$ cat src/rtl/core/cbp_pkg.sv
// Package for the contour block packer: field widths, default sizes and the
// command and status bundles between the controller and the datapath.
// Depends on nothing; every other file of the block uses it.
package cbp_pkg;

  // Default sizes, handed to the top level as parameter defaults.
  localparam int MAX_BLOCKS_DEF  = 256;
  localparam int CONTOUR_LEN_DEF = 1024;

  // Fixed field widths.
  localparam int IDX_W = 8;
  localparam int XW    = 11;
  localparam int WW    = 10;
  localparam int HW    = 10;
  localparam int YW    = 16;

  // Width of the generation tag kept with every contour column.
  localparam int EPOCH_W = 8;

  // Commands from the controller to the datapath.
  typedef struct packed {
    logic load_item;
    logic calc_x;
    logic clear_start;
    logic clear_step;
    logic setup;
    logic scan_step;
    logic calc_top;
    logic write_step;
    logic load_out;
  } cbp_cmd_t;

  // Status from the datapath to the controller.
  typedef struct packed {
    logic root;
    logic epoch_full;
    logic clear_last;
    logic scan_done;
    logic write_done;
  } cbp_status_t;

endpackage

$ cat src/rtl/core/cbp_ctrl.sv
// Controller of the contour block packer: the sequencing state machine and
// the output valid flag. Depends on cbp_pkg for the command and status types.
module cbp_ctrl (
  input  logic                clk,
  input  logic                rst,
  input  logic                in_valid,
  output logic                in_ready,
  output logic                out_valid,
  input  logic                out_ready,
  input  cbp_pkg::cbp_status_t status,
  output cbp_pkg::cbp_cmd_t   cmd
);

  typedef enum logic [7:0] {
    S_CLEAR = 8'b0000_0001,
    S_IDLE  = 8'b0000_0010,
    S_FETCH = 8'b0000_0100,
    S_SETUP = 8'b0000_1000,
    S_SCAN  = 8'b0001_0000,
    S_TOP   = 8'b0010_0000,
    S_WRITE = 8'b0100_0000,
    S_DONE  = 8'b1000_0000
  } state_t;

  state_t state;
  state_t state_next;
  logic   clear_resume;
  logic   clear_resume_next;
  logic   out_valid_next;

  // Next state and command decode.
  always_comb begin
    state_next        = state;
    clear_resume_next = clear_resume;
    cmd               = '0;
    unique case (state)
      S_CLEAR: begin
        cmd.clear_step = 1'b1;
        if (status.clear_last) begin
          state_next        = clear_resume ? S_SETUP : S_IDLE;
          clear_resume_next = 1'b0;
        end
      end
      S_IDLE: begin
        if (in_valid) begin
          cmd.load_item = 1'b1;
          state_next    = S_FETCH;
        end
      end
      S_FETCH: begin
        cmd.calc_x = 1'b1;
        // A root that finds every tag value used must wipe the contour first.
        if (status.root && status.epoch_full) begin
          cmd.clear_start   = 1'b1;
          clear_resume_next = 1'b1;
          state_next        = S_CLEAR;
        end else begin
          state_next = S_SETUP;
        end
      end
      S_SETUP: begin
        cmd.setup  = 1'b1;
        state_next = S_SCAN;
      end
      S_SCAN: begin
        cmd.scan_step = 1'b1;
        if (status.scan_done) begin
          state_next = S_TOP;
        end
      end
      S_TOP: begin
        cmd.calc_top = 1'b1;
        state_next   = S_WRITE;
      end
      S_WRITE: begin
        if (status.write_done) begin
          state_next = S_DONE;
        end else begin
          cmd.write_step = 1'b1;
        end
      end
      S_DONE: begin
        if (!out_valid || out_ready) begin
          cmd.load_out = 1'b1;
          state_next   = S_IDLE;
        end
      end
      default: begin
        state_next = S_CLEAR;
      end
    endcase
  end

  // The output register is refilled in the same cycle that it is emptied.
  always_comb begin
    if (cmd.load_out) begin
      out_valid_next = 1'b1;
    end else if (out_ready) begin
      out_valid_next = 1'b0;
    end else begin
      out_valid_next = out_valid;
    end
  end

  always_ff @(posedge clk) begin
    if (rst) begin
      state        <= S_CLEAR;
      clear_resume <= 1'b0;
      out_valid    <= 1'b0;
    end else begin
      state        <= state_next;
      clear_resume <= clear_resume_next;
      out_valid    <= out_valid_next;
    end
  end

  assign in_ready = (state == S_IDLE);

endmodule

$ cat config.mk
export PLATFORM = sky130hd
export DESIGN_NAME = cbp_ctrl
export DESIGN_NICKNAME = d
export VERILOG_FILES = /design/src/rtl/core/cbp_pkg.sv /design/src/rtl/core/cbp_ctrl.sv
export SDC_FILE = /design/constraint.sdc
export NUM_CORES = 1
export LEC_CHECK = 0
export BUFFER_PORTS_ARGS = -buffer_cell sky130_fd_sc_hd__buf_2
export CAP_MARGIN = 25
export CORE_AREA = 2 2 39 41
export DETAILED_ROUTE_END_ITERATION = 8
export DIE_AREA = 0 0 41 43
export PLACE_DENSITY = 0.73
export SETUP_SLACK_MARGIN = 0.02
export SKIP_CTS_REPAIR_TIMING = 1
export SLEW_MARGIN = 40
export SYNTH_ARGS = -nofsm -noshare
export SYNTH_HDL_FRONTEND = slang
export SYNTH_SLANG_ARGS = --single-unit
$ cat constraint.sdc
create_clock -name clk -period 4.1 [get_ports clk]
set_input_delay 0.205 -clock clk [delete_from_list [all_inputs] [get_ports clk]]
set_output_delay 0.205 -clock clk [all_outputs]
set_load 0.05 [all_outputs]
## After elaboration in Yosys (flattened, before gate mapping)

Index checks and enable logic that the tools add are counted.

- Bits in registers: 10
- Input bits: 9
- Output and inout port bits: 11
- Logic and storage cells: 49

- Eq/ne operators: 14
- Muxes and demuxes: 25
- Reductions and logical operators: 7

Operators by type and width:

| cell | count |
|---|---|
| $pmux W8 S8 | 1 |
| $mux W8 | 5 |
| $mux W1 | 15 |
| $ne A2 B2 Y1 const B | 6 |
| $eq A8 B1 Y1 const B | 1 |
| $eq A8 B2 Y1 const B | 1 |
| $eq A8 B3 Y1 const B | 1 |
| $eq A8 B4 Y1 const B | 1 |
| $eq A8 B5 Y1 const B | 1 |
| $eq A8 B6 Y1 const B | 1 |
| $eq A8 B7 Y1 const B | 1 |
| $eq A8 B8 Y1 const B | 1 |
| $mux W4 | 2 |
| $reduce_and A5 Y1 | 1 |
| $reduce_bool A2 Y1 | 2 |
| $reduce_and A3 Y1 | 1 |
| $mux W2 | 1 |
| $pmux W1 S2 | 1 |
| $logic_and A1 B1 Y1 | 1 |
| $logic_not A1 Y1 | 1 |
| $logic_or A1 B1 Y1 | 1 |

## Longest topological paths before layout

Gate-level depths: netlist of run 1.

- Word-level depth: 5
- Depth in mapped cells: 5
- Depth with buffers taken out: 4

## Least setup slack after synthesis of run 1

No wires, ideal clock.

- Path type: register to register
- From: register state[0]
- To: register state[6]
- Library setup time: 63 ps
- Data arrival time: 2459 ps
- Data required time: 4037 ps
- Setup slack: 1578 ps
- Stages on the path, launching flop included: 6
- Buffers on the path: 1
- Clock period less this slack: 2522 ps
- Cells stage by stage: dfxtp_1 -> buf_2 -> nor4_2 -> nand2_1 -> nor3b_1 -> o21a_1

- Longest elaborated chain between the ends: 3
- Elaborated cells on any way between the ends: 15
- Those cells by class: eq/ne (13); mux (1); reduce/logical (1)

Ends and longest elaborated chain:

| element | RTL line | text |
|---|---|---|
| start: declaration | cbp_ctrl.sv:25 | `state_t state;` |
| start signal: assignment | cbp_ctrl.sv:111 | `state <= state_next;` |
| $eq A8 B8 Y1, or another cell as far along | cbp_ctrl.sv:36 | `unique case (state)` |
| $ne A2 B2 Y1 (no source line) | n/a |  |
| $reduce_and A5 Y1 (no source line) | n/a |  |

Several ways; a longest one is shown, not always the timed one.
A chain may end at the register's enable or synchronous reset.

==> results of run 1 <==
final cells by class:
class                      count  area, µm²  area share
clock buffer                   3      22.52     0.03103
timing repair buffer          19      95.09      0.1310
multi-input combinational     55      365.4      0.5034
sequential                    10      200.2      0.2759
tap                           16      20.02     0.02759
inverter                       6      22.52     0.03103
cell families (layout without fill, tap and decap cells):
| family | after synthesis | count (layout) | share of synthesized area |
|---|---|---|---|
| DFF | 10 | 10 | 0.3292 |
| buffers and inverters | 9 | 28 | 0.06994 |
| AOI/OAI and AO/OA | 15 | 15 | 0.1770 |
| and+or+nand+nor | 36 | 36 | 0.3663 |
| xor gates and xnor gates | 4 | 4 | 0.05761 |
critical path, cell delays in order, from the launching register on:
cell and delay, ns:
dfxtp_1 0.38, or4_4 0.57, or3_4 0.39, nor3_4 0.12
and2_1 0.13, buf_2 0.25
stage by stage:
stage / total power, mW / std cells / util / worst slack [ns] / cell area (µm²)
floorplan: 0.2366 / 74 / - / 1.578 / 608.1
CTS: 0.3314 / 109 / 0.5244 / 1.795 / 725.7
detailed placement: 0.2657 / 106 / 0.5081 / 2.084 / 703.2
global placement: 0.2651 / 106 / 0.5081 / 2.117 / 703.2
global route: 0.3561 / 109 / 0.5244 / 1.678 / 725.7
finish: 0.3294 / 109 / 0.5244 / 1.803 / 725.7
registers in the layout, summed over array words and instances, names as in the netlist:
name / flops
state: 8
out_valid: 1
clear_resume: 1
final timing paths:
| kind | from | endpoint | slack (ns) |
|---|---|---|---|
| setup / recovery | state[7] | cmd[8] | 1.80 |
| hold / removal | rst | clear_resume | 0.17 |
| setup reg to reg | state[7] | state[0] | 2.33 |
| hold reg to reg | clear_resume | clear_resume | 0.52 |
cells in the final DEF, fill, tap and decap left out:
master      n
o211ai_1    1
nor3b_1     4
dfxtp_1    10
o22ai_1     2
o31ai_1     1
or3_4       1
a21oi_1     2
nor3_4      1
xnor2_1     4
a2bb2oi_1   1
or4_4       1
nor2_1      9
nor4_2      1
buf_2      19
nand3_1     1
nand4_1     1
nor3_1      2
nor2b_1     2
a22oi_1     1
a31oi_1     3
o211ai_2    1
nand2b_1    1
nand2_1     6
and4b_1     1
or4b_1      1
inv_1       6
o21a_1      3
clkbuf_4    3
nor4_1      3
and2_1      1
metal layers:
layer | vias to the layer above | global-route usage | part of all wire | wire length, µm
met5 | - | 0 | 0 | 0
met4 | 0 | 0.1400 | 0.026 | 36
met3 | 4 | 0.06283 | 0.060 | 83
met2 | 22 | 0.2719 | 0.48 | 653
met1 | 270 | 0.2168 | 0.44 | 600
li1 | 303 | - | - | -
power breakdown:
group / internal (mW) / switching [mW]
Sequential: 0.106 / 0.0218
Combinational: 0.0467 / 0.0895
Clock: 0.0338 / 0.0315
==> results.py, run 1 <==
metrics = {
    "sta": {
        "finalMaxSlewViolations": 0,
        "fin_crit_ns": 2.297,
        "post-route-period-util": 0.5603,
        "finalClockSkew_ns": 0.002266,
        "fmax_ghz": 0.4353,
        "holdWs_ns": 0.1736,
        "rsz0062_at_grt": "no",
        "worst_pin_slew_ns": 0.4032,
        "final-setup-viol-count": 0,
        "tns_ns": 0,
        "hold_violations": 0,
        "relSlewSlack": 0.7289,
    },
    "setup_path": {
        "crit_type": "reg -> out",
        "end_kind": "output port",
        "reg2reg_depth": 4,
        "worst_ep_required_time_ns": 3.89,
        "cp_max_fo": 7,
        "start_kind": "register",
        "worst_ep_arrival_time_ns": 2.09,
    },
    "synth": {
        "yosys.cell_count.top_type": "dfxtp_1",
        "yosysTopAreaCellShare": 0.3292,
        "ys_types": 30,
        "synth_area_leader_cell": "dfxtp_1",
        "ys_top_cells_by_count": "10 x dfxtp_1, 9 x nor2_1, 6 x inv_1, 6 x nand2_1",
        "syn_nets": 83,
        "postSynth.asyncResetShare": 0,
        "synth_top_cells_by_area": "dfxtp_1 33%, xnor2_1 5.8%, nor2_1 5.6%",
        "synth-main-ff-cell": "dfxtp_1",
        "syn_avg_cell_area_um2": 8.217,
        "syn_inst": 74,
        "ys_seq_elements": 10,
        "synth-seq-area-share": 0.3292,
        "syn_area_um2": 608.1,
        "synth_edf_count": 0,
        "ys_warn_count": 0,
    },
    "floorplan": {
        "design.core.area_um2": 1384,
        "die_height_um": 43,
        "start_util": 0.4394,
        "dieArea_um2": 1763,
        "io_pins": 20,
        "rows": 14,
        "chipWidth_um": 41,
    },
    "clocking": {
        "cts_buffers": 3,
        "clock_latency_ns": 0.26,
        "clockBufferDepth": 2,
        "root_buffer": "clkbuf_4",
        "h-tree-depth": 1,
        "clock_sinks": 10,
        "cts_tree": "yes",
        "clkTransAtPathRegs_ns": 0.06,
    },
    "global_routing": {
        "antenna_found_initial": 0,
        "grt.total_usage": 0.1881,
        "grt-ovfl-total": 0,
        "grt_pass1_wl_um": 2159,
        "grt_pass1_vias": 491,
        "grt_max_degree": 10,
    },
    "routing": {
        "dr.pass1.iters": 4,
        "ant_nets": 0,
        "wirelength_um": 1373,
        "vias_per_cell": 5.495,
        "vias": 599,
        "wl_per_cell_um": 12.60,
        "drt-initial-drc-count": 10,
        "post-route-drc-count": 0,
    },
    "finish": {
        "drive_gt1_frac": 0.2903,
        "nFillCells": 142,
        "syn_to_final_growth_pct": 19.34,
        "diodes": 0,
        "final_nets": 104,
    },
    "run": {
        "maxCapViolCount": 0,
    },
    "power": {
        "peakVddDrop_uv": 178.5,
        "p_per_area_nw_per_um2": 453.9,
        "total_leakage_power_nw": 0.3231,
    },
    "run_status": {
        "outcome": "complete, no violations",
    },
    "worst_hold_path": {
        "hold_depth": 2,
        "min_path_type": "in -> reg",
    },
    "place": {
        "dp_hpwl_um": 1085,
        "globalplace.congestion": 0.7961,
        "io_buffers": 19,
    },
}
Note: power is estimated with default switching activity, not from simulation.
==> inputs of run 2 (changes only) <==
clock period = 2.4 ns   (was 4.1 ns; I/O delays follow)
==> results.py, run 2 (same netlist as run 1, synthesis figures left out) <==
metrics = {
    "routing": {
        "vias_per_cell": 5.404,
        "dr.pass1.iters": 4,
        "wirelength_um": 1307,
        "post-route-drc-count": 0,
        "wl_per_cell_um": 11.99,
        "vias": 589,
        "ant_nets": 0,
        "drt-initial-drc-count": 4,
    },
    "place": {
        "globalplace.congestion": 0.7821,
        "dp_hpwl_um": 1073,
        "io_buffers": 19,
        "dp.cells": 106,
    },
    "global_routing": {
        "antenna_found_initial": 0,
        "grt_use_met1": 0.2410,
        "grt-ovfl-total": 0,
        "grt_max_degree": 10,
        "use_met2": 0.2625,
        "busiest_layer": "met2",
        "grt.total_usage": 0.1865,
        "grt_pass1_wl_um": 2159,
        "grt_pass1_vias": 509,
        "use_met3": 0.04712,
    },
    "finish": {
        "final_cell_mix": "19 x buf_2, 10 x dfxtp_1, 9 x nor2_1, 6 x nand2_1, 6 x inv_1",
        "drive_gt1_frac": 0.3011,
        "diodes": 0,
        "syn_to_final_growth_pct": 20.16,
        "final_nets": 104,
        "nFillCells": 138,
        "largest_register": "state",
        "fin_cells": 109,
        "fin_util": 0.5280,
        "layout_commonest_cell": "buf_2",
        "top_regs": "state: 8 flops, clear_resume: 1 flops, out_valid: 1 flops",
        "largest_reg_flops": 8,
    },
    "worst_hold_path": {
        "worstHoldStart": "rst",
        "min_path_type": "in -> reg",
        "worstHoldEndpoint": "clear_resume",
        "hold_depth": 2,
    },
    "setup_path": {
        "worst_ep_required_time_ns": 2.28,
        "crit_buf_inv": 1,
        "cp_max_fo": 7,
        "critical_path.top_delay_family": "simple AND/OR/NAND/NOR gates",
        "r2r-start": "state[7]",
        "end_kind": "output port",
        "critPathSlowestCell": "or4_4",
        "r2r_end": "state[0]",
        "start_kind": "register",
        "reg2reg_depth": 4,
        "crit_type": "reg -> out",
        "cp_slowest_stage_delay_ns": 0.56,
        "worst_ep_arrival_time_ns": 2.07,
        "ff2ff_setup_slack_ns": 0.64,
        "cp_cell_sequence": "or4_4 > or3_4 > nor3_4 > and2_1 > buf_2",
    },
    "sta": {
        "fmax_ghz": 0.4561,
        "worst_pin_slew_ns": 0.4149,
        "final-setup-viol-count": 0,
        "fin_crit_ns": 2.192,
        "finalClockSkew_ns": 0.005878,
        "hold_violations": 0,
        "rsz0062_at_grt": "no",
        "post-route-period-util": 0.9135,
        "relSlewSlack": 0.7211,
        "holdWs_ns": 0.09077,
        "finalMaxSlewViolations": 0,
        "tns_ns": 0,
    },
    "clocking": {
        "root_buffer": "clkbuf_4",
        "clockBufferDepth": 2,
        "cts_buffers": 3,
        "cts_tree": "yes",
        "clock_latency_ns": 0.26,
        "h-tree-depth": 1,
        "clock_sinks": 10,
        "clkTransAtPathRegs_ns": 0.06,
    },
    "power": {
        "p_per_area_nw_per_um2": 769.1,
        "total_leakage_power_nw": 0.3239,
        "peakVddDrop_uv": 314.4,
    },
    "floorplan": {
        "rows": 14,
        "dieArea_um2": 1763,
        "design.core.area_um2": 1384,
        "io_pins": 20,
        "die_height_um": 43,
        "chipWidth_um": 41,
        "start_util": 0.4394,
    },
    "run": {
        "maxCapViolCount": 0,
    },
    "run_status": {
        "outcome": "complete, no violations",
    },
}
==> run 2: cell count changes in the layout (fill, tap and decap cells not counted) <==
cell / delta
nor3b_1: -1
nor3b_2: +1
==> run 2: how the worst max path moves through the flow <==
stage	cells past startpoint	to	startpoint	slack [ns]
floorplan	4	cmd[8]	state[7]	0.07
global placement	5	cmd[8]	state[7]	0.50
detailed placement	5	cmd[8]	state[7]	0.48
CTS	5	cmd[8]	state[7]	0.19
global route	5	cmd[8]	state[7]	0.09
finish	5	cmd[8]	state[7]	0.21
==> run 2: report_power, final <==
part           internal, mW  switching [mW]
Sequential            0.181          0.0368
Combinational        0.0797           0.155
Clock                0.0576          0.0515
Total                 0.319           0.243
==> run 2: area by class of cell <==
cell class / instances / area, µm² / share of cell area
timing repair buffer: 19 / 95.09 / 0.1301
multi-input combinational: 55 / 370.4 / 0.5068
inverter: 6 / 22.52 / 0.03082
tap: 16 / 20.02 / 0.02740
sequential: 10 / 200.2 / 0.2740
clock buffer: 3 / 22.52 / 0.03082
==> run 2: worst register-to-register path, delay by kind of cell (launching register included) <==
| kind | cells | cell delay, ns |
|---|---|---|
| AOI/OAI and AO/OA | 2 | 0.32 |
| DFF | 1 | 0.37 |
| and+or+nand+nor | 2 | 0.94 |
==> run 2: routing by layer <==
| metal | share of wire | up-vias | wire length, µm |
|---|---|---|---|
| met4 | 0.0077 | 0 | 10 |
| met5 | 0 | - | 0 |
| met2 | 0.47 | 18 | 611 |
| met3 | 0.067 | 2 | 87 |
| met1 | 0.46 | 265 | 598 |
| li1 | - | 304 | - |
==> run 2: through the flow <==
step | instance area (µm²) | power (mW) | worst slack (ns)
2_1_floorplan | 613.1 | 0.4054 | 0.06771
3_5_place_dp | 708.2 | 0.4573 | 0.4831
3_3_place_gp | 708.2 | 0.4539 | 0.5029
4_1_cts | 730.7 | 0.5703 | 0.1915
6_report | 730.7 | 0.5620 | 0.2076
5_1_grt | 730.7 | 0.6092 | 0.08894
==> inputs of run 3 (changes only) <==
CELL_PAD_IN_SITES_DETAIL_PLACEMENT = 0   (was unset)
CELL_PAD_IN_SITES_GLOBAL_PLACEMENT = 1   (was unset)
CORE_AREA = unset   (was 2 2 39 41)
CORE_MARGIN = 2   (was unset)
CORE_UTILIZATION = 34   (was unset)
DIE_AREA = unset   (was 0 0 41 43)
PLACE_DENSITY = unset   (was 0.73)
PLACE_DENSITY_LB_ADDON = 0.1   (was unset)
==> results.py, run 3 (same netlist as run 1, synthesis figures left out) <==
metrics = {
    "sta": {
        "final-setup-viol-count": 0,
        "post-route-period-util": 0.9316,
        "worst_pin_slew_ns": 0.3893,
        "tns_ns": 0,
        "rsz0062_at_grt": "no",
        "finalMaxSlewViolations": 0,
        "holdWs_ns": 0.07499,
        "finalClockSkew_ns": 0.005651,
        "fin_crit_ns": 2.236,
        "hold_violations": 0,
        "relSlewSlack": 0.7383,
        "fmax_ghz": 0.4473,
    },
    "routing": {
        "vias_per_cell": 4.924,
        "wirelength_um": 1379,
        "drt-initial-drc-count": 8,
        "post-route-drc-count": 0,
        "dr.pass1.iters": 4,
        "ant_nets": 0,
        "vias": 586,
        "wl_per_cell_um": 11.59,
    },
    "place": {
        "io_buffers": 19,
        "dp.cells": 115,
        "dp_hpwl_um": 1121,
        "globalplace.congestion": 0.7517,
    },
    "setup_path": {
        "worst_ep_arrival_time_ns": 2.12,
        "crit_type": "reg -> out",
        "cp_max_fo": 7,
        "worst_ep_required_time_ns": 2.28,
        "end_kind": "output port",
        "start_kind": "register",
    },
    "global_routing": {
        "grt_max_degree": 10,
        "antenna_found_initial": 0,
        "grt-ovfl-total": 0,
        "grt.total_usage": 0.1510,
        "grt_pass1_vias": 523,
        "grt_pass1_wl_um": 2270,
    },
    "run": {
        "maxCapViolCount": 0,
    },
    "finish": {
        "final_nets": 104,
        "layout_commonest_cell": "buf_2",
        "syn_to_final_growth_pct": 24.28,
        "diodes": 0,
        "top_regs": "state: 8 flops, clear_resume: 1 flops, out_valid: 1 flops",
        "largest_reg_flops": 8,
        "largest_register": "state",
        "fin_util": 0.4425,
        "drive_gt1_frac": 0.3085,
        "fin_cells": 119,
        "final_cell_mix": "19 x buf_2, 10 x dfxtp_1, 9 x nor2_1, 6 x nand2_1, 6 x inv_1",
    },
    "clocking": {
        "cts_tree": "yes",
        "h-tree-depth": 1,
        "clockBufferDepth": 2,
        "root_buffer": "clkbuf_4",
        "clkTransAtPathRegs_ns": 0.07,
        "clock_latency_ns": 0.27,
        "cts_buffers": 3,
        "clock_sinks": 10,
    },
    "floorplan": {
        "dieArea_um2": 2143,
        "start_util": 0.3560,
        "io_pins": 20,
        "die_height_um": 46.29,
        "rows": 15,
        "chipWidth_um": 46.29,
        "design.core.area_um2": 1708,
    },
    "run_status": {
        "outcome": "complete, no violations",
    },
    "worst_hold_path": {
        "min_path_type": "in -> reg",
    },
    "power": {
        "peakVddDrop_uv": 372.4,
        "total_leakage_power_nw": 0.3311,
        "p_per_area_nw_per_um2": 801.5,
    },
}
-- run 3: cell types whose count changed in the layout (fill, tap and decap cells not counted), sizes merged --
cell / previous run / this run
clkbuf: 3 / 4
-- run 3: report_power, final --
part           leakage, nW  total [mW]  switching, mW  internal, mW
clock network       0.0210       0.153         0.0608        0.0921
logic                0.229       0.234          0.154        0.0798
registers           0.0811       0.219         0.0381         0.181
total                0.331       0.606          0.253         0.353
-- run 3: stage by stage --
| stage | setup WS (ns) | total power [mW] | area (µm²) |
|---|---|---|---|
| 2_1_floorplan | 0.06771 | 0.4054 | 613.1 |
| 4_1_cts | 0.1560 | 0.6158 | 755.7 |
| 3_5_place_dp | 0.4566 | 0.4609 | 719.4 |
| 5_1_grt | 0.09334 | 0.6386 | 755.7 |
| 3_3_place_gp | 0.4865 | 0.4606 | 719.4 |
| 6_report | 0.1642 | 0.6057 | 755.7 |
-- run 3: worst paths after layout --
kind	from	end	slack, ns	depth (start not counted)
setup / recovery	state[7]	cmd[8]	0.16	5
hold / removal	rst	out_valid	0.07	2
setup reg to reg	state[7]	state[0]	0.61	4
hold reg to reg	clear_resume	clear_resume	0.50	2
-- run 3: cell type report --
| class | instances | area (µm²) |
|---|---|---|
| clock buffer | 4 | 36.28 |
| fill | 188 | 952.2 |
| inverter | 6 | 22.52 |
| sequential | 10 | 200.2 |
| tap | 25 | 31.28 |
| multi-input combinational | 55 | 370.4 |
| timing repair buffer | 19 | 95.09 |
-- run 3: routing by layer --
metal,up-vias,global-route usage,part of all wire
li1,305,-,-
met1,264,0.1944,0.51
met2,17,0.2444,0.44
met3,0,0.05882,0.054
met4,0,0.01714,0
met5,-,0,0
-- run 3: critical path: stages, from the launching register on --
cell     delay (ns)
dfxtp_1        0.37
or4_4          0.57
or3_4          0.39
nor3_4         0.14
and2_1         0.13
buf_2          0.25
